==> src/rtl/core/dvrt_pkg.sv <==
// Shared types and constants for the distance-vector route table engine.
`default_nettype none

package dvrt_pkg;

    // Default table sizes.
    localparam int ROUTE_ENTRIES_DEF    = 64;
    localparam int NEIGHBOR_ENTRIES_DEF = 8;

    // Field widths.
    localparam int ID_W   = 16;
    localparam int COST_W = 32;

    // Command codes.
    typedef enum logic [1:0] {
        CMD_CLEAR  = 2'd0,
        CMD_ADD_NB = 2'd1,
        CMD_ADVERT = 2'd2,
        CMD_LOOKUP = 2'd3
    } cmd_code_t;

    // Result status codes.
    typedef enum logic [1:0] {
        ST_NO_CHANGE = 2'd0,
        ST_CHANGED   = 2'd1,
        ST_DROPPED   = 2'd2,
        ST_NO_ROUTE  = 2'd3
    } stat_code_t;

    // One command transfer.
    typedef struct packed {
        cmd_code_t           command;
        logic [ID_W-1:0]     source_id;
        logic [ID_W-1:0]     dest_id;
        logic [COST_W-1:0]   cost_in;
    } in_t;

    // One result transfer.
    typedef struct packed {
        stat_code_t          status;
        logic                route_found;
        logic [ID_W-1:0]     next_hop;
        logic [COST_W-1:0]   route_cost;
    } out_t;

    // Controller to datapath commands.
    typedef struct packed {
        logic load;
        logic nscan;
        logic rscan;
        logic update;
    } ctl_t;

    // Datapath to controller status.
    typedef struct packed {
        logic nscan_done;
        logic rscan_done;
    } sts_t;

endpackage

`default_nettype wire

==> src/rtl/core/dvrt_ctrl.sv <==
// Controller: sequences the neighbor search, route search and table update.
`default_nettype none

module dvrt_ctrl (
    input  wire logic                clk,
    input  wire logic                rst_n,
    input  wire logic                start,
    input  wire dvrt_pkg::cmd_code_t command,
    input  wire dvrt_pkg::sts_t      sts,
    output dvrt_pkg::ctl_t           ctl,
    output logic                     busy,
    output logic                     done
);
    import dvrt_pkg::*;

    typedef enum logic [3:0] {
        S_IDLE   = 4'b0001,
        S_NSCAN  = 4'b0010,
        S_RSCAN  = 4'b0100,
        S_UPDATE = 4'b1000
    } state_t;

    state_t state_reg, state_next;
    logic   done_reg, done_next;

    // Next state and datapath commands.
    always_comb
    begin
        state_next = state_reg;
        ctl        = '0;
        unique case (state_reg)
            S_IDLE:
            begin
                if (start)
                begin
                    ctl.load = 1'b1;
                    unique case (command)
                        CMD_CLEAR:  state_next = S_UPDATE;
                        CMD_LOOKUP: state_next = S_RSCAN;
                        CMD_ADD_NB,
                        CMD_ADVERT: state_next = S_NSCAN;
                    endcase
                end
            end
            S_NSCAN:
            begin
                ctl.nscan = 1'b1;
                if (sts.nscan_done)
                begin
                    state_next = S_RSCAN;
                end
            end
            S_RSCAN:
            begin
                ctl.rscan = 1'b1;
                if (sts.rscan_done)
                begin
                    state_next = S_UPDATE;
                end
            end
            S_UPDATE:
            begin
                ctl.update = 1'b1;
                state_next = S_IDLE;
            end
            default:
            begin
                state_next = S_IDLE;
            end
        endcase
    end

    // The result strobe follows the update cycle.
    assign done_next = (state_reg == S_UPDATE);

    always_ff @(posedge clk or negedge rst_n)
    begin
        if (!rst_n)
        begin
            state_reg <= S_IDLE;
            done_reg  <= 1'b0;
        end
        else
        begin
            state_reg <= state_next;
            done_reg  <= done_next;
        end
    end

    assign busy = (state_reg != S_IDLE);
    assign done = done_reg;

endmodule

`default_nettype wire

==> config.mk <==
export PLATFORM = sky130hd
export DESIGN_NAME = dvrt_ctrl
export DESIGN_NICKNAME = d
export VERILOG_FILES = /design/src/rtl/core/dvrt_pkg.sv /design/src/rtl/core/dvrt_ctrl.sv
export SDC_FILE = /design/constraint.sdc
export NUM_CORES = 1
export LEC_CHECK = 0
export BUFFER_PORTS_ARGS = -buffer_cell sky130_fd_sc_hd__buf_2
export CORE_AREA = 4 4 41 43
export DETAILED_ROUTE_END_ITERATION = 16
export DIE_AREA = 0 0 45 47
export PLACE_DENSITY_LB_ADDON = 0.15
export SKIP_CTS_REPAIR_TIMING = 1
export SYNTH_ARGS = -nofsm -noshare
export SYNTH_HDL_FRONTEND = slang
export SYNTH_SLANG_ARGS = --single-unit
==> constraint.sdc <==
create_clock -name clk -period 2.3 [get_ports clk]
set_clock_uncertainty 0.05 [all_clocks]
set_input_delay 0.23 -clock clk [delete_from_list [all_inputs] [get_ports clk]]
set_output_delay 0.23 -clock clk [all_outputs]
set_load 0.02 [all_outputs]
Yosys cells after proc, flatten, opt, wreduce, memory -nomap -nowiden:

Index checks and enable logic that the tools add are counted.

* bits of input ports: 7
* word-level logic and storage cells: 26
* flip-flop bits (word level): 5
* output and inout bits: 6

* mux-type cells: 10
* reductions and logical operators: 3
* eq/ne operators: 11

Operators with widths (count)
* $pmux 4 s3: 2
* $mux 4: 3
* $ne 2x2->1 const B: 3
* $mux 1: 5
* $eq 2x2->1 const B: 2
* $eq 4x1->1 const B: 1
* $eq 4x2->1 const B: 1
* $eq 4x3->1 const B: 1
* $eq 4x4->1 const B: 1
* $ne 4x1->1 const B: 1
* $reduce_and 3->1: 1
* $eq 2x1->1 const B: 1
* $logic_not 2->1: 1
* $reduce_or 2->1: 1

Depth between registers and ports, before layout:

Gate-level depths: netlist of run 1.

* depth after elaboration: 5
* depth in mapped cells: 4
* depth with buffers taken out: 4

Worst setup path after synthesis of run 1:

Ideal clock, no wire load.

* kind: register -> output
* start point: register state_reg[0]
* end point: output port ctl[2] (netlist name)
* data arrival time: 1.260 ns
* slack: 0.760 ns
* stages on the path, launching flop included: 3
* data required time: 2.020 ns
* buffers on the path: 1
* path through: dfstp_2 > buf_6 > nor4b_1

RTL lines
* start: declaration: RTL line dvrt_ctrl.sv:23 `state_t state_reg, state_next;`
* start signal: assignment: RTL line dvrt_ctrl.sv:85 `state_reg <= state_next;`
* end: declaration: RTL line dvrt_ctrl.sv:10 `output dvrt_pkg::ctl_t ctl,`

==> results.py, run 1 <==
metrics = {
    "yosys": {
        "synthFlopType": "dfrtp_1",
        "synth_seq_area_share_pct": 33.7,
        "synth_most_common_cell": "dfrtp_1",
        "synth.area.top_cells": "dfrtp_1 27%, buf_6 9.0%, dfstp_2 7.0%",
        "syn_inst": 36,
        "synth_common_cells": "4 x dfrtp_1, 3 x buf_6, 3 x inv_1, 3 x nand3b_1",
        "syn-mean-instance-area_um2": 10.4,
        "ys_ff_latch": 5,
        "synth_area_um2": 375,
        "syn_nets": 45,
        "synth_top_cell_by_area": "dfrtp_1",
        "synth_top_area_share_pct": 26.7,
        "synth_edf_count": 0,
        "netlist-cell-type-count": 25,
        "ys_async_sr_fraction_pct": 100,
        "yosysWarnings": 0,
    },
    "cts": {
        "root_buffer": "clkbuf_4",
        "cts_buffer_depth": 2,
        "cts-buffers-inserted": 3,
        "clk_latency_ns": 0.24,
        "cts.sinks": 5,
        "clkTransAtPathRegs_ns": 0.05,
        "cts-htree-levels": 1,
        "cts_tree": "done",
    },
    "drt": {
        "vias_per_cell": 4.92,
        "drc": 0,
        "routed_wl_um": 774,
        "drt-wirelength-per-cell_um": 12.3,
        "dr.pass1.iters": 4,
        "drt_iter0_drc": 12,
        "postRouteAntennaNets": 0,
        "num_vias": 310,
    },
    "placement": {
        "dp_slack_ns": 0.898,
        "gp_congestion": 0.826,
        "placed_cells": 58,
        "io_buffers": 12,
        "hpwl_um": 579,
        "post_dp_cell_area_um2": 408,
    },
    "cells_and_area": {
        "drive_gt1_share_pct": 43.8,
        "layout.cells.non_filler": 63,
        "largest_reg_flops": 4,
        "diodes": 0,
        "areaGrowthSynthToFinish_pct": 18.3,
        "nets": 58,
        "fin_area_um2": 444,
    },
    "power": {
        "leakagePower_nw": 0.209,
        "pwr_density_cell_mw_per_mm2": 967,
        "ir_drop_mv": 0.270,
    },
    "grt": {
        "grt_overflow_total": 0,
        "grt_max_degree": 12,
        "grtUsageTotal_pct": 9.45,
        "grt_pass1_vias": 317,
        "grt_pass1_wl_um": 1320,
        "grt_antenna_before_repair": 0,
    },
    "sta": {
        "finalMaxSlewViolations": 0,
        "max_slew_margin_pct": 75.8,
        "hold_viol_final": 0,
        "tns_ns": 0,
        "fmax_ghz": 0.596,
        "rsz0062_at_grt": "false",
        "fin_crit_ns": 1.68,
        "tightest_slew_ns": 0.358,
        "setup_viol": 0,
        "setup_ws_ns": 0.622,
        "fin_crit_sh_pct": 73.0,
    },
    "setup_path": {
        "cpPeakStageDelay_ns": 0.50,
        "cp-end-kind": "primary output",
        "reg2reg_from": "state_reg[0]",
        "crit_family": "flip-flops",
        "cp_data_arrival_time_ns": 1.40,
        "worstPathRequired_ns": 2.02,
        "cp-start-kind": "flip-flop",
        "path_buf_inv": 1,
        "path_class": "flip-flop to primary output",
        "cp_slowest_cell": "dfrtp_1",
        "path_cells": "nor4b_1 -> buf_2",
        "crit_path_max_fanout": 11,
        "cp-startpoint": "state_reg[1]",
    },
    "floorplan": {
        "io-pin-count": 13,
        "die_area_mm2": 0.00212,
        "initial_core_util_pct": 28.8,
        "die_w_um": 45,
        "fp.dieH_um": 47,
        "core_mm2": 0.00130,
        "rows": 13,
    },
    "min_path": {
        "hp-start": "sts[0]",
        "min_path_type": "input pin to flip-flop",
    },
    "run_status": {
        "status": "finished clean",
    },
    "flow_run": {
        "drv_cap": 0,
    },
}
==> cell type report <==
class / count / area, um2
multi-input combinational: 23 / 191
sequential: 5 / 126
fill: 150 / 857
inverter: 3 / 11.3
timing repair buffer: 13 / 70.1
clock buffer: 4 / 26.3
tap: 15 / 18.8
==> layer usage <==
layer | routed length (um) | global-route usage, % | up-vias
met5 | 0 | 0 | -
met4 | 19 | 14.0 | 0
met3 | 55 | 3.07 | 2
met2 | 337 | 11.3 | 13
met1 | 361 | 10.9 | 145
li1 | - | - | 150
==> worst register-to-register path, stage by stage, from the launching register on <==
cell,delay (ns)
dfstp_2,0.64
and3b_1,0.23
nand3_1,0.10
o31ai_2,0.07
==> power breakdown <==
group | leakage (nW) | internal (W) | switching, W
logic | 0.129 | 0.0000730 | 0.0000818
registers | 0.0651 | 0.000115 | 0.0000580
clock network | 0.0150 | 0.0000656 | 0.0000367
==> worst paths after layout <==
path / endpoint / slack [ns] / depth (start not counted)
min: state_reg[3] / 0.25 / 3
min in group asynchronous: state_reg[2] / 0.28 / 2
max: ctl[0] / 0.62 / 2
max reg2reg: state_reg[2] / 1.12 / 3
max in group asynchronous: state_reg[0] / 1.72 / 2
min reg2reg: state_reg[3] / 0.57 / 1
==> metrics by stage <==
stage / util [%] / total power, W / hold WS (ns)
floorplan: - / 0.000311 / -0.116
global placement: 31.3 / 0.000327 / -0.00399
detailed placement: 31.3 / 0.000327 / -0.00132
CTS: 33.4 / 0.000435 / -0.265
global route: 34.1 / 0.000466 / 0.250
finish: 34.1 / 0.000430 / 0.248
==> placed cells by master, fill, tap and decap left out <==
cell           count
buf_2             12
dfrtp_1            4
nor4_1             1
inv_1              3
dfstp_2            1
nand4_1            1
xnor2_1            1
o22ai_1            1
a211oi_2           1
nor3_1             1
nor3b_1            1
nor2_1             1
nand3b_1           3
nor3_2             1
clkbuf_4           3
nand2b_1           1
a21oi_2            1
dlygate4sd3_1      1
nor4b_1            2
o31ai_2            1
clkbuf_1           1
nand3_1            1
a31oi_1            1
and3b_1            1
nor3b_2            1
ha_1               2
==> cells by family (layout without fill, tap and decap cells) <==
group	after synthesis	in the layout	share of synthesized area (%)
AO/OA/AOI/OAI	5	5	12.3
adder cells (fa/ha/maj)	2	2	6.67
XOR/XNOR	1	1	2.33
flip-flops	5	5	33.7
buffers and inverters	8	20	15.3
AND/OR/NAND/NOR	15	15	29.7
(Power assumes the default switching activity.)
==> run 2, diff against run 1 <==
==> constraint.sdc (replaced) <==
create_clock -name clk -period 1.5 [get_ports clk]
set_clock_uncertainty 0.05 [all_clocks]
set_input_delay 0.15 -clock clk [delete_from_list [all_inputs] [get_ports clk]]
set_output_delay 0.15 -clock clk [all_outputs]
set_load 0.02 [all_outputs]
==> results.py, run 2 (synthesized netlist as in run 1, its figures left out) <==
metrics = {
    "flow_run": {
        "drv_cap": 0,
    },
    "sta": {
        "max_slew_margin_pct": 81.2,
        "hold_viol_final": 0,
        "setup_viol": 0,
        "tightest_slew_ns": 0.282,
        "fin_crit_ns": 1.47,
        "rsz0062_at_grt": "true",
        "fin_crit_sh_pct": 98.3,
        "fmax_ghz": 0.678,
        "finalMaxSlewViolations": 0,
    },
    "placement": {
        "gp_congestion": 0.754,
        "io_buffers": 12,
        "post_dp_cell_area_um2": 430,
        "placed_cells": 61,
        "hpwl_um": 619,
    },
    "cts": {
        "cts-htree-levels": 1,
        "cts_tree": "done",
        "cts_buffer_depth": 2,
        "cts.sinks": 5,
        "clkTransAtPathRegs_ns": 0.04,
        "cts-buffers-inserted": 3,
        "root_buffer": "clkbuf_4",
        "clk_latency_ns": 0.24,
    },
    "grt": {
        "grt_antenna_before_repair": 0,
        "grt_pass1_vias": 318,
        "grt_overflow_total": 0,
        "grtUsageTotal_pct": 9.86,
        "grt_max_degree": 12,
        "grt_pass1_wl_um": 1360,
    },
    "cells_and_area": {
        "diodes": 0,
        "layout.cells.non_filler": 68,
        "final_cell_mix": "10 x buf_2, 5 x buf_4",
        "drive_gt1_share_pct": 58.5,
        "largest_reg_flops": 4,
        "fillerInstances": 141,
        "areaGrowthSynthToFinish_pct": 40.7,
        "fin_area_um2": 528,
        "nets": 63,
        "final_common_cell": "buf_2",
    },
    "drt": {
        "vias_per_cell": 4.90,
        "drt-wirelength-per-cell_um": 13.0,
        "drc": 0,
        "drt_iter0_drc": 5,
        "postRouteAntennaNets": 0,
        "dr.pass1.iters": 3,
        "num_vias": 333,
        "routed_wl_um": 886,
    },
    "floorplan": {
        "initial_core_util_pct": 28.8,
        "fp.dieH_um": 47,
        "rows": 13,
        "core_mm2": 0.00130,
        "die_area_mm2": 0.00212,
        "io-pin-count": 13,
        "die_w_um": 45,
    },
    "power": {
        "leakagePower_nw": 0.242,
        "pwr_density_cell_mw_per_mm2": 1460,
        "ir_drop_mv": 0.425,
    },
    "min_path": {
        "min_path_type": "input pin to flip-flop",
    },
    "setup_path": {
        "cp-start-kind": "flip-flop",
        "cp_data_arrival_time_ns": 1.27,
        "worstPathRequired_ns": 1.30,
        "path_class": "flip-flop to primary output",
        "cp-end-kind": "primary output",
        "crit_path_max_fanout": 7,
    },
    "run_status": {
        "status": "finished clean",
    },
}
[run 2: changes by cell type in the layout (fill, tap and decap cells not counted), moves of 2 or more]
cell and change:
buf_2 -2, buf_6 +2, buf_4 +5, nor4b_2 +2
nor4b_1 -2
[run 2: per-layer routing]
metal	GRT usage (%)	vias up	routed length [um]
li1	-	160	-
met1	10.4	156	359
met2	13.3	13	436
met3	5.36	4	55
met4	10.5	0	34
met5	0	-	0
[run 2: worst paths after layout]
check                                   from            to  slack (ns)  depth (start not counted)
worst min register to register  state_reg[1]          done        0.44                          1
worst min-delay path                  sts[0]  state_reg[3]        0.17                          3
worst max-delay path            state_reg[0]        ctl[3]        0.03                          3
max in group asynchronous              rst_n  state_reg[0]        0.98                          2
min in group asynchronous              rst_n  state_reg[3]        0.21                          2
worst max register to register  state_reg[0]  state_reg[2]        0.21                          4
[run 2: critical path: stages, from the launching register on]
cell	delay [ns]
dfstp_2	0.61
nand3b_1	0.14
nor3_2	0.12
buf_4	0.16
[run 2: cell type report]
type	count	area, um2	area share (%)
inverters	3	11.3	2.13
multi-input cells	23	224	42.4
well taps	15	18.8	3.55
repair buffers	18	120	22.7
flip-flops and latches	5	128	24.2
clock buffers	4	26.3	4.98
[run 2: metrics by stage]
stage	hold slack [ns]	utilization (%)	TNS (ns)	power, W	setup slack [ns]
global placement	-0.0814	33.1	0	0.000529	0.237
floorplan	-0.196	-	0	0.000477	0.0404
global route	0.176	40.6	-0.0713	0.000832	-0.0539
CTS	-0.340	35.1	-0.0391	0.000688	-0.0251
detailed placement	-0.0818	33.1	0	0.000528	0.238
finish	0.173	40.6	0	0.000771	0.0252
[run 2: power breakdown]
part	total [W]	internal, W	switching [W]
Clock	0.000154	0.000100	0.0000532
Combinational	0.000386	0.000183	0.000203
Sequential	0.000231	0.000177	0.0000539
Total	0.000771	0.000460	0.000310
