## config.mk

```make
export PLATFORM = sky130hd
export DESIGN_NAME = dvrt_datapath
export DESIGN_NICKNAME = d
export VERILOG_FILES = /design/src/rtl/core/dvrt_pkg.sv /design/src/rtl/core/dvrt_datapath.sv
export SDC_FILE = /design/constraint.sdc
export NUM_CORES = 2
export LEC_CHECK = 0
export BUFFER_PORTS_ARGS = -buffer_cell sky130_fd_sc_hd__buf_2
export CORE_MARGIN = 10
export CORE_UTILIZATION = 61
export DETAILED_ROUTE_END_ITERATION = 7
export PLACE_DENSITY = 0.77
export SYNTH_ARGS = -nofsm -noshare
export SYNTH_HDL_FRONTEND = slang
export SYNTH_MEMORY_MAX_BITS = 65536
export SYNTH_SLANG_ARGS = --single-unit
```

## constraint.sdc

```tcl
create_clock -name clk -period 14.8 [get_ports clk]
set_clock_uncertainty 0.1 [all_clocks]
set_input_delay 2.22 -clock clk [delete_from_list [all_inputs] [get_ports clk]]
set_output_delay 2.22 -clock clk [all_outputs]
set_load 0.01 [all_outputs]
```

## src/rtl/core/dvrt_pkg.sv

```systemverilog
// Shared types and constants for the distance-vector route table engine.
`default_nettype none

package dvrt_pkg;

    // Default table sizes.
    localparam int ROUTE_ENTRIES_DEF    = 64;
    localparam int NEIGHBOR_ENTRIES_DEF = 8;

    // Field widths.
    localparam int ID_W   = 16;
    localparam int COST_W = 32;

    // Command codes.
    typedef enum logic [1:0] {
        CMD_CLEAR  = 2'd0,
        CMD_ADD_NB = 2'd1,
        CMD_ADVERT = 2'd2,
        CMD_LOOKUP = 2'd3
    } cmd_code_t;

    // Result status codes.
    typedef enum logic [1:0] {
        ST_NO_CHANGE = 2'd0,
        ST_CHANGED   = 2'd1,
        ST_DROPPED   = 2'd2,
        ST_NO_ROUTE  = 2'd3
    } stat_code_t;

    // One command transfer.
    typedef struct packed {
        cmd_code_t           command;
        logic [ID_W-1:0]     source_id;
        logic [ID_W-1:0]     dest_id;
        logic [COST_W-1:0]   cost_in;
    } in_t;

    // One result transfer.
    typedef struct packed {
        stat_code_t          status;
        logic                route_found;
        logic [ID_W-1:0]     next_hop;
        logic [COST_W-1:0]   route_cost;
    } out_t;

    // Controller to datapath commands.
    typedef struct packed {
        logic load;
        logic nscan;
        logic rscan;
        logic update;
    } ctl_t;

    // Datapath to controller status.
    typedef struct packed {
        logic nscan_done;
        logic rscan_done;
    } sts_t;

endpackage

`default_nettype wire

```

## src/rtl/core/dvrt_datapath.sv

```systemverilog
// Datapath: neighbor and route table memories, search pointers and update logic.
`default_nettype none

module dvrt_datapath #(
    parameter int ROUTE_ENTRIES    = dvrt_pkg::ROUTE_ENTRIES_DEF,
    parameter int NEIGHBOR_ENTRIES = dvrt_pkg::NEIGHBOR_ENTRIES_DEF
) (
    input  wire logic                      clk,
    input  wire logic                      rst_n,
    input  wire dvrt_pkg::in_t             cmd,
    input  wire logic                      cfg_we,
    input  wire logic [dvrt_pkg::ID_W-1:0] cfg_data,
    input  wire dvrt_pkg::ctl_t            ctl,
    output dvrt_pkg::sts_t                 sts,
    output dvrt_pkg::out_t                 result
);
    import dvrt_pkg::*;

    localparam int RIW = (ROUTE_ENTRIES > 1) ? $clog2(ROUTE_ENTRIES) : 1;
    localparam int RCW = $clog2(ROUTE_ENTRIES + 1);
    localparam int NIW = (NEIGHBOR_ENTRIES > 1) ? $clog2(NEIGHBOR_ENTRIES) : 1;
    localparam int NCW = $clog2(NEIGHBOR_ENTRIES + 1);
    localparam logic [RCW-1:0] RT_FULL = RCW'(ROUTE_ENTRIES);
    localparam logic [NCW-1:0] NB_FULL = NCW'(NEIGHBOR_ENTRIES);

    typedef struct packed {
        logic [ID_W-1:0]   ident;
        logic [COST_W-1:0] metric;
    } nb_entry_t;

    typedef struct packed {
        logic [ID_W-1:0]   dest;
        logic [ID_W-1:0]   hop;
        logic [COST_W-1:0] metric;
    } rt_entry_t;

    // Table memories.
    nb_entry_t nb_mem [NEIGHBOR_ENTRIES];
    rt_entry_t rt_mem [ROUTE_ENTRIES];
    nb_entry_t nb_rdata_reg;
    rt_entry_t rt_rdata_reg;

    // Control registers.
    logic [ID_W-1:0] own_id_reg;
    logic [NCW-1:0]  nb_count_reg, nb_count_next;
    logic [RCW-1:0]  rt_count_reg, rt_count_next;
    logic [NCW-1:0]  nb_idx_reg, nb_idx_next;
    logic [RCW-1:0]  rt_idx_reg, rt_idx_next;
    logic            nb_pend_reg, nb_pend_next;
    logic            rt_pend_reg, rt_pend_next;

    // Payload registers.
    in_t               cmd_reg;
    logic [NIW-1:0]    nb_pidx_reg;
    logic [RIW-1:0]    rt_pidx_reg;
    logic              nb_found_reg;
    logic [NIW-1:0]    nb_at_reg;
    logic [COST_W-1:0] link_reg;
    logic              rt_found_reg;
    logic [RIW-1:0]    rt_at_reg;
    logic [ID_W-1:0]   rt_hop_reg;
    logic [COST_W-1:0] rt_metric_reg;
    out_t              result_reg, result_next;

    // Search compare logic.
    logic [ID_W-1:0] nb_key;
    logic            nb_issue, nb_hit;
    logic            rt_issue, rt_hit;

    // Update decision.
    logic              nb_we;
    logic [NIW-1:0]    nb_waddr;
    nb_entry_t         nb_wdata;
    logic              rt_we;
    logic [RIW-1:0]    rt_waddr;
    rt_entry_t         rt_wdata;
    logic [COST_W:0]   sum_w;
    logic [COST_W-1:0] total;
    logic              nb_room, rt_room;

    // The neighbor search looks for the source on an advertisement, else the destination.
    assign nb_key   = (cmd_reg.command == CMD_ADVERT) ? cmd_reg.source_id : cmd_reg.dest_id;
    assign nb_issue = nb_idx_reg < nb_count_reg;
    assign nb_hit   = nb_pend_reg && (nb_rdata_reg.ident == nb_key);
    assign rt_issue = rt_idx_reg < rt_count_reg;
    assign rt_hit   = rt_pend_reg && (rt_rdata_reg.dest == cmd_reg.dest_id);

    // A search ends on the first hit or once the last read entry has been compared.
    assign sts.nscan_done = nb_hit || (!nb_pend_reg && !nb_issue);
    assign sts.rscan_done = rt_hit || (!rt_pend_reg && !rt_issue);

    // Search pointers: one read issued per cycle, compared in the next.
    always_comb
    begin
        nb_idx_next  = nb_idx_reg;
        nb_pend_next = nb_pend_reg;
        rt_idx_next  = rt_idx_reg;
        rt_pend_next = rt_pend_reg;
        if (ctl.load)
        begin
            nb_idx_next  = '0;
            nb_pend_next = 1'b0;
            rt_idx_next  = '0;
            rt_pend_next = 1'b0;
        end
        else
        begin
            if (ctl.nscan)
            begin
                nb_pend_next = nb_issue;
                if (nb_issue)
                begin
                    nb_idx_next = nb_idx_reg + NCW'(1);
                end
            end
            if (ctl.rscan)
            begin
                rt_pend_next = rt_issue;
                if (rt_issue)
                begin
                    rt_idx_next = rt_idx_reg + RCW'(1);
                end
            end
        end
    end

    // Saturating path cost and table room.
    assign sum_w   = {1'b0, cmd_reg.cost_in} + {1'b0, link_reg};
    assign total   = sum_w[COST_W] ? {COST_W{1'b1}} : sum_w[COST_W-1:0];
    assign nb_room = nb_count_reg < NB_FULL;
    assign rt_room = rt_count_reg < RT_FULL;

    // Table update and result, applied in the update cycle.
    always_comb
    begin
        nb_we         = 1'b0;
        nb_waddr      = nb_found_reg ? nb_at_reg : nb_count_reg[NIW-1:0];
        nb_wdata      = '{ident: cmd_reg.dest_id, metric: cmd_reg.cost_in};
        rt_we         = 1'b0;
        rt_waddr      = rt_found_reg ? rt_at_reg : rt_count_reg[RIW-1:0];
        rt_wdata      = '{dest: cmd_reg.dest_id, hop: cmd_reg.dest_id, metric: cmd_reg.cost_in};
        nb_count_next = nb_count_reg;
        rt_count_next = rt_count_reg;
        // By default the result shows the route as found by the search.
        result_next.status      = ST_NO_CHANGE;
        result_next.route_found = rt_found_reg;
        result_next.next_hop    = rt_found_reg ? rt_hop_reg : '0;
        result_next.route_cost  = rt_found_reg ? rt_metric_reg : '0;
        unique case (cmd_reg.command)
            CMD_CLEAR:
            begin
                nb_count_next           = '0;
                rt_count_next           = '0;
                result_next.status      = ST_CHANGED;
                result_next.route_found = 1'b0;
                result_next.next_hop    = '0;
                result_next.route_cost  = '0;
            end
            CMD_ADD_NB:
            begin
                if (!nb_found_reg && !nb_room)
                begin
                    result_next.status = ST_DROPPED;
                end
                else
                begin
                    nb_we              = 1'b1;
                    result_next.status = ST_CHANGED;
                    if (!nb_found_reg)
                    begin
                        nb_count_next = nb_count_reg + NCW'(1);
                    end
                    // Direct route: overwrite if found, else add unless full or own id.
                    if (rt_found_reg || ((cmd_reg.dest_id != own_id_reg) && rt_room))
                    begin
                        rt_we                   = 1'b1;
                        result_next.route_found = 1'b1;
                        result_next.next_hop    = cmd_reg.dest_id;
                        result_next.route_cost  = cmd_reg.cost_in;
                        if (!rt_found_reg)
                        begin
                            rt_count_next = rt_count_reg + RCW'(1);
                        end
                    end
                    else if (cmd_reg.dest_id != own_id_reg)
                    begin
                        result_next.status = ST_DROPPED;
                    end
                end
            end
            CMD_ADVERT:
            begin
                rt_wdata.hop    = cmd_reg.source_id;
                rt_wdata.metric = total;
                if ((rt_found_reg && (total < rt_metric_reg))
                    || (!rt_found_reg && (cmd_reg.dest_id != own_id_reg) && rt_room))
                begin
                    rt_we                   = 1'b1;
                    result_next.status      = ST_CHANGED;
                    result_next.route_found = 1'b1;
                    result_next.next_hop    = cmd_reg.source_id;
                    result_next.route_cost  = total;
                    if (!rt_found_reg)
                    begin
                        rt_count_next = rt_count_reg + RCW'(1);
                    end
                end
                else if (!rt_found_reg && (cmd_reg.dest_id != own_id_reg))
                begin
                    result_next.status = ST_DROPPED;
                end
            end
            CMD_LOOKUP:
            begin
                result_next.status = rt_found_reg ? ST_NO_CHANGE : ST_NO_ROUTE;
            end
        endcase
    end

    // Control registers.
    always_ff @(posedge clk or negedge rst_n)
    begin
        if (!rst_n)
        begin
            own_id_reg   <= '0;
            nb_count_reg <= '0;
            rt_count_reg <= '0;
            nb_idx_reg   <= '0;
            rt_idx_reg   <= '0;
            nb_pend_reg  <= 1'b0;
            rt_pend_reg  <= 1'b0;
        end
        else
        begin
            if (cfg_we)
            begin
                own_id_reg <= cfg_data;
            end
            if (ctl.update)
            begin
                nb_count_reg <= nb_count_next;
                rt_count_reg <= rt_count_next;
            end
            nb_idx_reg  <= nb_idx_next;
            rt_idx_reg  <= rt_idx_next;
            nb_pend_reg <= nb_pend_next;
            rt_pend_reg <= rt_pend_next;
        end
    end

    // Payload registers: command, search index pipeline, search results, result.
    always_ff @(posedge clk)
    begin
        if (ctl.load)
        begin
            cmd_reg <= cmd;
        end
        nb_pidx_reg <= nb_idx_reg[NIW-1:0];
        rt_pidx_reg <= rt_idx_reg[RIW-1:0];
        if (ctl.nscan && sts.nscan_done)
        begin
            nb_found_reg <= nb_hit;
            nb_at_reg    <= nb_pidx_reg;
            link_reg     <= nb_hit ? nb_rdata_reg.metric : '0;
        end
        if (ctl.rscan && sts.rscan_done)
        begin
            rt_found_reg  <= rt_hit;
            rt_at_reg     <= rt_pidx_reg;
            rt_hop_reg    <= rt_rdata_reg.hop;
            rt_metric_reg <= rt_rdata_reg.metric;
        end
        if (ctl.update)
        begin
            result_reg <= result_next;
        end
    end

    // Neighbor table memory with registered read.
    always_ff @(posedge clk)
    begin
        if (ctl.update && nb_we)
        begin
            nb_mem[nb_waddr] <= nb_wdata;
        end
        nb_rdata_reg <= nb_mem[nb_idx_reg[NIW-1:0]];
    end

    // Route table memory with registered read.
    always_ff @(posedge clk)
    begin
        if (ctl.update && rt_we)
        begin
            rt_mem[rt_waddr] <= rt_wdata;
        end
        rt_rdata_reg <= rt_mem[rt_idx_reg[RIW-1:0]];
    end

    assign result = result_reg;

endmodule

`default_nettype wire

```

# [Yosys cells after proc, flatten, opt, wreduce, memory -nomap -nowiden]
# Memories as Yosys holds them, arrays and structs flattened. A register that Yosys moved wholly into a read port is not among the register bits.
# Index checks and enable logic that the tools add are counted.
[word_totals] regBits=257 ram_bits=4480 input_bits=89 output_inout_bits=53 memories=2
[memory_table] name="rt_mem" depth=64 width=64 rd=1 rd_ports_with_merged_regs=1 wr=1 line="dvrt_datapath.sv:39" rtl="rt_entry_t rt_mem [ROUTE_ENTRIES];"
[memory_table] name="nb_mem" depth=8 width=48 rd=1 rd_ports_with_merged_regs=1 wr=1 line="dvrt_datapath.sv:38" rtl="nb_entry_t nb_mem [NEIGHBOR_ENTRIES];"
[op_classes] addsub=5 n_lt_le_gt_ge=5 n_eq_ne=10 mux=46 n_reduce_logical=35
[op_table] op="$mux W49" count=3
[op_table] op="$pmux W49 S3" count=1
[op_table] op="$mux W32" count=2
[op_table] op="$mux W7" count=7
[op_table] op="$mux W48" count=1
[op_table] op="$add A32 B32 Y33" count=1
[op_table] op="$eq A16 B16 Y1" count=2
[op_table] op="$lt A32 B32 Y1" count=1
[op_table] op="$mux W16" count=2
[op_table] op="$pmux W7 S3" count=1
[op_table] op="$mux W4" count=5
[op_table] op="$ne A16 B16 Y1" count=1
[op_table] op="$add A7 B1 Y7 const B" count=2
[op_table] op="$logic_and A1 B1 Y1" count=13
[op_table] op="$mux W1" count=13
[op_table] op="$mux W2" count=6
[op_table] op="$reduce_bool A2 Y1" count=5
[op_table] op="$add A4 B1 Y4 const B" count=2
[op_table] op="$pmux W2 S4" count=1
[op_table] op="$pmux W4 S2" count=1
[op_table] op="$logic_not A1 Y1" count=7
[op_table] op="$lt A7 B7 Y1" count=1
[op_table] op="$lt A7 B7 Y1 const B" count=1
[op_table] op="$mux W6" count=1
[op_table] op="14 further kinds" count=21

# [Longest topological paths before layout]
[depth] ltp_word=10 depth_mapped=21

# [Worst setup path before layout]
# OpenSTA, ideal clock, no wires.
[synth_path] kind="register -> register" startpoint="register cmd_reg[0] (netlist bit)" endpoint="memory rt_mem[45][0] (netlist bit) (enable)" setup_time_ps=644 t_arrival_ps=11312 setup_slack_ps=2743 path_stages_with_launch=21 synth_period_minus_slack_ps=12057 cell_sequence="edfxtp_1 ha_1 fa_1 a211o_1 a2111o_1 a211oi_2 o211ai_2 a21oi_1 clkbuf_1 buf_1 nand2_1 ha_1 a2111oi_0 o21ai_0 o32ai_1 o21ai_0 o21ai_0 o211a_1 nor2_1 buf_2 nor4_1"
[synth_via] elab_chain_cells=10
[synth_lines] item="start: declaration" line="dvrt_datapath.sv:53" rtl="in_t cmd_reg;"
[synth_lines] item="start signal: assignment" line="dvrt_datapath.sv:256" rtl="cmd_reg <= cmd;"
[synth_lines] item="$add A32 B32 Y33" line="dvrt_datapath.sv:128" rtl="assign sum_w = {1'b0, cmd_reg.cost_in} + {1'b0, link_reg};"
[synth_lines] item="$mux W32" line="dvrt_datapath.sv:129" rtl="assign total = sum_w[COST_W] ? {COST_W{1'b1}} : sum_w[COST_W-1:0];"
[synth_lines] item="$lt A32 B32 Y1" line="dvrt_datapath.sv:195" rtl="if ((rt_found_reg && (total < rt_metric_reg))"
[synth_lines] item="$logic_and A1 B1 Y1" line="dvrt_datapath.sv:195"
[synth_lines] item="$logic_or A1 B1 Y1" line="dvrt_datapath.sv:196" rtl="|| (!rt_found_reg && (cmd_reg.dest_id != own_id_reg) && rt_room))"
[synth_lines] item="$mux W1" line="dvrt_datapath.sv:195"
[synth_lines] item="$pmux W1 S2" line="dvrt_datapath.sv:149" rtl="unique case (cmd_reg.command)"
[synth_lines] item="$logic_and A1 B1 Y1" line="dvrt_datapath.sv:292" rtl="if (ctl.update && rt_we)"
[synth_lines] item="$mux W1" line="dvrt_datapath.sv:292"
[synth_lines] item="$mux W1 (implied by the code)" line="dvrt_datapath.sv:294" rtl="rt_mem[rt_waddr] <= rt_wdata;"
[synth_lines] item="end: declaration" line="dvrt_datapath.sv:39"
# Every way passes these cells.

# [Worst setup path after layout]
[layout_path] startpoint="register cmd_reg[0] (netlist bit)" endpoint="memory rt_mem[21][1] (netlist bit) (enable)"
# Same word-level chain as after synthesis.

==> results.txt <==
----------------------------------------------------
[Timing]
  FMAX ... 0.1074 GHz
  Max Transition Viols Final ... 0
  Setup repair after global routing missed its margin ... no
  Slew at the pin with the worst max-slew slack ... 1.232 ns
  Fraction of the cycle the final worst path needs ... 62.92%
  Hold WS ... 0.2932 ns
  Total of endpoints with negative setup slack in the final report ... 0
  Worst-case headroom to the max-slew limit ... 17.90%
  Hold violation count in the final report ... 0
  Sum of negative setup slack ... 0 ns
  Period minus WS final ... 9.312 ns

[Critical path]
  Logic depth of the worst register-to-register path ... 21
  Standard cell with the maximum stage delay on the critical path ... sky130_fd_sc_hd__nor4_2
  Kind of critical path ... register to register
  Cell breakdown of the critical path ... ha_1 > fa_1 > a211o_1 > a2111o_1 > a211oi_2 > o211ai_2 > a21oi_4 > buf_4 > nand2_1 > ha_1 > a21oi_1 > a21boi_0 > o31ai_1 > a2111oi_0 > o21ai_0 > o211a_1 > nor2_4 > buf_4 > buf_4 > nor4_2 > buf_4
  Stage delay of the slowest cell on the critical path ... 1.03 ns
  Worst path buffer plus inverter count ... 4
  Required time worst endpoint ... 15.28 ns
  Arrival @ worst endpoint ... 9.80 ns
  Setup crit end kind ... register
  CP delay by family, top ... compound AO/OA/AOI/OAI gates
  Crit path top cell by count ... sky130_fd_sc_hd__buf_4
  Kind of launch point of the worst setup path ... register
  Largest driver fanout on the critical path ... 56
  Critical R2R Launch ... cmd_reg[0]$_DFFE_PP_
  Worst reg2reg path endpoint ... rt_mem[21][1]$_DFFE_PP_
  Worst R2R Setup Slack ... 5.49 ns

[Pwr]
  Share of power burned in the clock network ... 34.7%
  Combinational cell fraction of total power ... 17.2%
  Cell-internal power ... 24.59 mW
  Total power divided by cell area ... 161.9 mW/mm^2
  Part of the power in registers ... 48.2%
  Fraction of power spent switching nets ... 26.76%
  Overall Power ... 33.57 mW
  Leakage power summed over all cells ... 63.43 nW
  NetSw ... 8.981 mW
  Worst voltage drop across the vdd grid ... 0.1111 mV

[Layout]
  Commonest cells after routing, fill and taps aside ... sky130_fd_sc_hd__edfxtp_1, sky130_fd_sc_hd__mux4_2, sky130_fd_sc_hd__clkbuf_16
  Final-layout fill cell count ... 17120
  Total area of multi-input combinational cells ... 0.04033 mm^2
  Leading cell type in the layout, fill and taps excluded ... sky130_fd_sc_hd__edfxtp_1
  Fraction of layout instances using a drive strength above 1 ... 31.59%
  Design Area, Final ... 0.2074 mm^2
  Growth of design area from synthesis to finish ... 11.87%
  Core occupancy in the finished layout ... 68.48%
  Number of flip-flops in the largest register ... 4096
  Nets ... 8365
  Area taken by flip-flops and latches ... 0.1442 mm^2

[Synth]
  Synth Flop Type ... sky130_fd_sc_hd__edfxtp_1
  Post-synthesis sequential area ratio ... 77.80%
  Cell types with the largest area share after synthesis ... sky130_fd_sc_hd__edfxtp_1, sky130_fd_sc_hd__mux4_2, sky130_fd_sc_hd__dfxtp_1
  Post-synthesis register bit count ... 4849
  Post-synth EDFFs ... 4688
  Net Count, Synth ... 7879
  Area of the mapped netlist ... 0.1853 mm^2
  Number of standard cells after synthesis ... 7707
  Share of the synthesized area in the top cell type ... 75.95%
  Synthesis Warnings ... 0
  Unique cell type count in the Yosys netlist ... 72
  Post-synth ARST share ... 0.8249%
  Post-synthesis cell type with the largest combined area ... sky130_fd_sc_hd__edfxtp_1
  Syn_area_per_cell ... 24.05 um^2

[Clock tree]
  Total number of clock tree sinks ... 4849
  H-tree depth ... 5
  Post-CTS setup buffers ... 0
  Post-cts gate resize count ... 0
  CTS tree ... done
  Clock edge transition at the registers on the reported setup and hold paths ... 0.07 ns
  Clock buffer depth ... 4
  Hold-fix buffers, CTS ... 0
  Clock Tree Root ... sky130_fd_sc_hd__clkbuf_16
  Insertion delay of the later-clocked pin in the worst-skew pair ... 0.99 ns
  Total CTS buffers ... 458

[Min path]
  Worst Hold Class ... register to register
  Hold path startpoint ... rt_rdata_reg[15]$_DFF_P_
  Depth of the worst hold-timing path ... 0
  Worst-case hold path end point ... rt_metric_reg[15]$_DFFE_PP_

[Global routing]
  Wire length of the first global-routing pass ... 727600 um
  Global-route usage over all layers ... 31.68%
  Initial antenna violation count ... 67
  Largest net degree at the start of global routing ... 126
  Vias in the first global route ... 91060
  GRT Residual Overflow ... 0

[Drt]
  Wirelength per Cell ... 41.17 um
  DR WL met2 ... 241200 um
  Remaining design rule violation count ... 0
  Vias/cell ... 7.335
  Antenna violation net count after detailed routing ... 0
  Detailed Route Iter0 Violations ... 16180
  Detailed-route via count ... 92280
  Top routing layer used ... met5
  Pre-Repair DR Iteration Count ... 7
  Met3 wire len ... 77240 um
  Total detailed-routing wirelength ... 517900 um
  Post-route met1 wirelength ... 177900 um

[Placed design]
  Routability Congestion ... 0.8969
  Port Buffers ... 141
  Placed inst area ... 0.1926 mm^2
  Post-detail-place hpwl ... 287500 um

[Die]
  Number of I/O pins ... 142
  Initial Util ... 61.21%
  Site Rows ... 202
  Width of the die ... 571.2 um
  Die height ... 571.2 um
  Die area ... 0.3263 mm^2
  Area of the placeable core ... 0.3028 mm^2

[Job]
  Maximum Capacitance Violations ... 0

[Status]
  Status ... finished clean

----------------------------------------------------
metrics by stage:
step	cells	setup WS, ns
after CTS	12560	5.554
after floorplan	7707	2.743
after global routing	12560	5.159
after detailed placement	11710	5.648
final	12580	5.488
after global placement	11710	5.643
worst max-delay path by stage:
stage	start	cells past startpoint	to	slack, ns
global placement	cmd_reg[0]$_DFFE_PP_	21	rt_mem[21][17]$_DFFE_PP_	5.64
CTS	cmd_reg[0]$_DFFE_PP_	21	rt_mem[21][13]$_DFFE_PP_	5.55
finish	cmd_reg[0]$_DFFE_PP_	21	rt_mem[21][1]$_DFFE_PP_	5.49
global route	cmd_reg[0]$_DFFE_PP_	21	rt_mem[21][63]$_DFFE_PP_	5.16
floorplan	cmd_reg[0]$_DFFE_PP_	20	rt_mem[45][0]$_DFFE_PP_	2.74
detailed placement	cmd_reg[0]$_DFFE_PP_	21	rt_mem[21][63]$_DFFE_PP_	5.65
logic make-up (layout without fill, tap and decap cells):
group / after synthesis / count (layout) / synth area share (%)
other cells: 0 / 21 / 0
compound gates: 294 / 294 / 1.160
fa+ha+maj: 83 / 83 / 0.5643
xor+xnor: 75 / 75 / 0.3544
flops: 4849 / 4849 / 77.80
mux: 1534 / 1534 / 18.06
simple gates: 413 / 413 / 1.113
buf+inv: 459 / 1334 / 0.9451
power groups by stage:
stage / sequential [mW] / clock (mW) / combinational, mW
2_1_floorplan: 16.3 / 0 / 3.47
3_3_place_gp: 16.4 / 0 / 5.50
3_5_place_dp: 16.4 / 0 / 5.57
4_1_cts: 16.2 / 11.7 / 5.68
5_1_grt: 16.2 / 12.2 / 5.99
6_report: 16.2 / 11.6 / 5.76
Yosys cell counts, types with 68 or more instances:
cell and n:
sky130_fd_sc_hd__ha_1 82, sky130_fd_sc_hd__clkbuf_1 269, sky130_fd_sc_hd__dfxtp_1 121, sky130_fd_sc_hd__buf_1 101
sky130_fd_sc_hd__mux4_2 1440, sky130_fd_sc_hd__nand2_1 86, sky130_fd_sc_hd__nor2_1 114, sky130_fd_sc_hd__edfxtp_1 4688
sky130_fd_sc_hd__mux2_2 88, sky130_fd_sc_hd__inv_1 75, sky130_fd_sc_hd__a21oi_1 68, sky130_fd_sc_hd__nor4_1 73
layout make-up:
cell class                      count  area share, %
Sequential cell                  4849          69.56
Timing Repair Buffer              410          1.353
Clock inverter                    263          1.207
Tap cell                         3978          2.400
Clock buffer                      586          5.868
Multi-Input combinational cell   2399          19.45
Inverter                           75         0.1358
Antenna cell                       21        0.02534
per-layer routing:
metal  vias to the layer above  GRT usage, %
li1                      34210             -
met1                     48650         44.21
met2                      8180         48.28
met3                      1204         10.49
met4                        36         10.46
met5                         -             0
(Power assumes the default switching activity.)
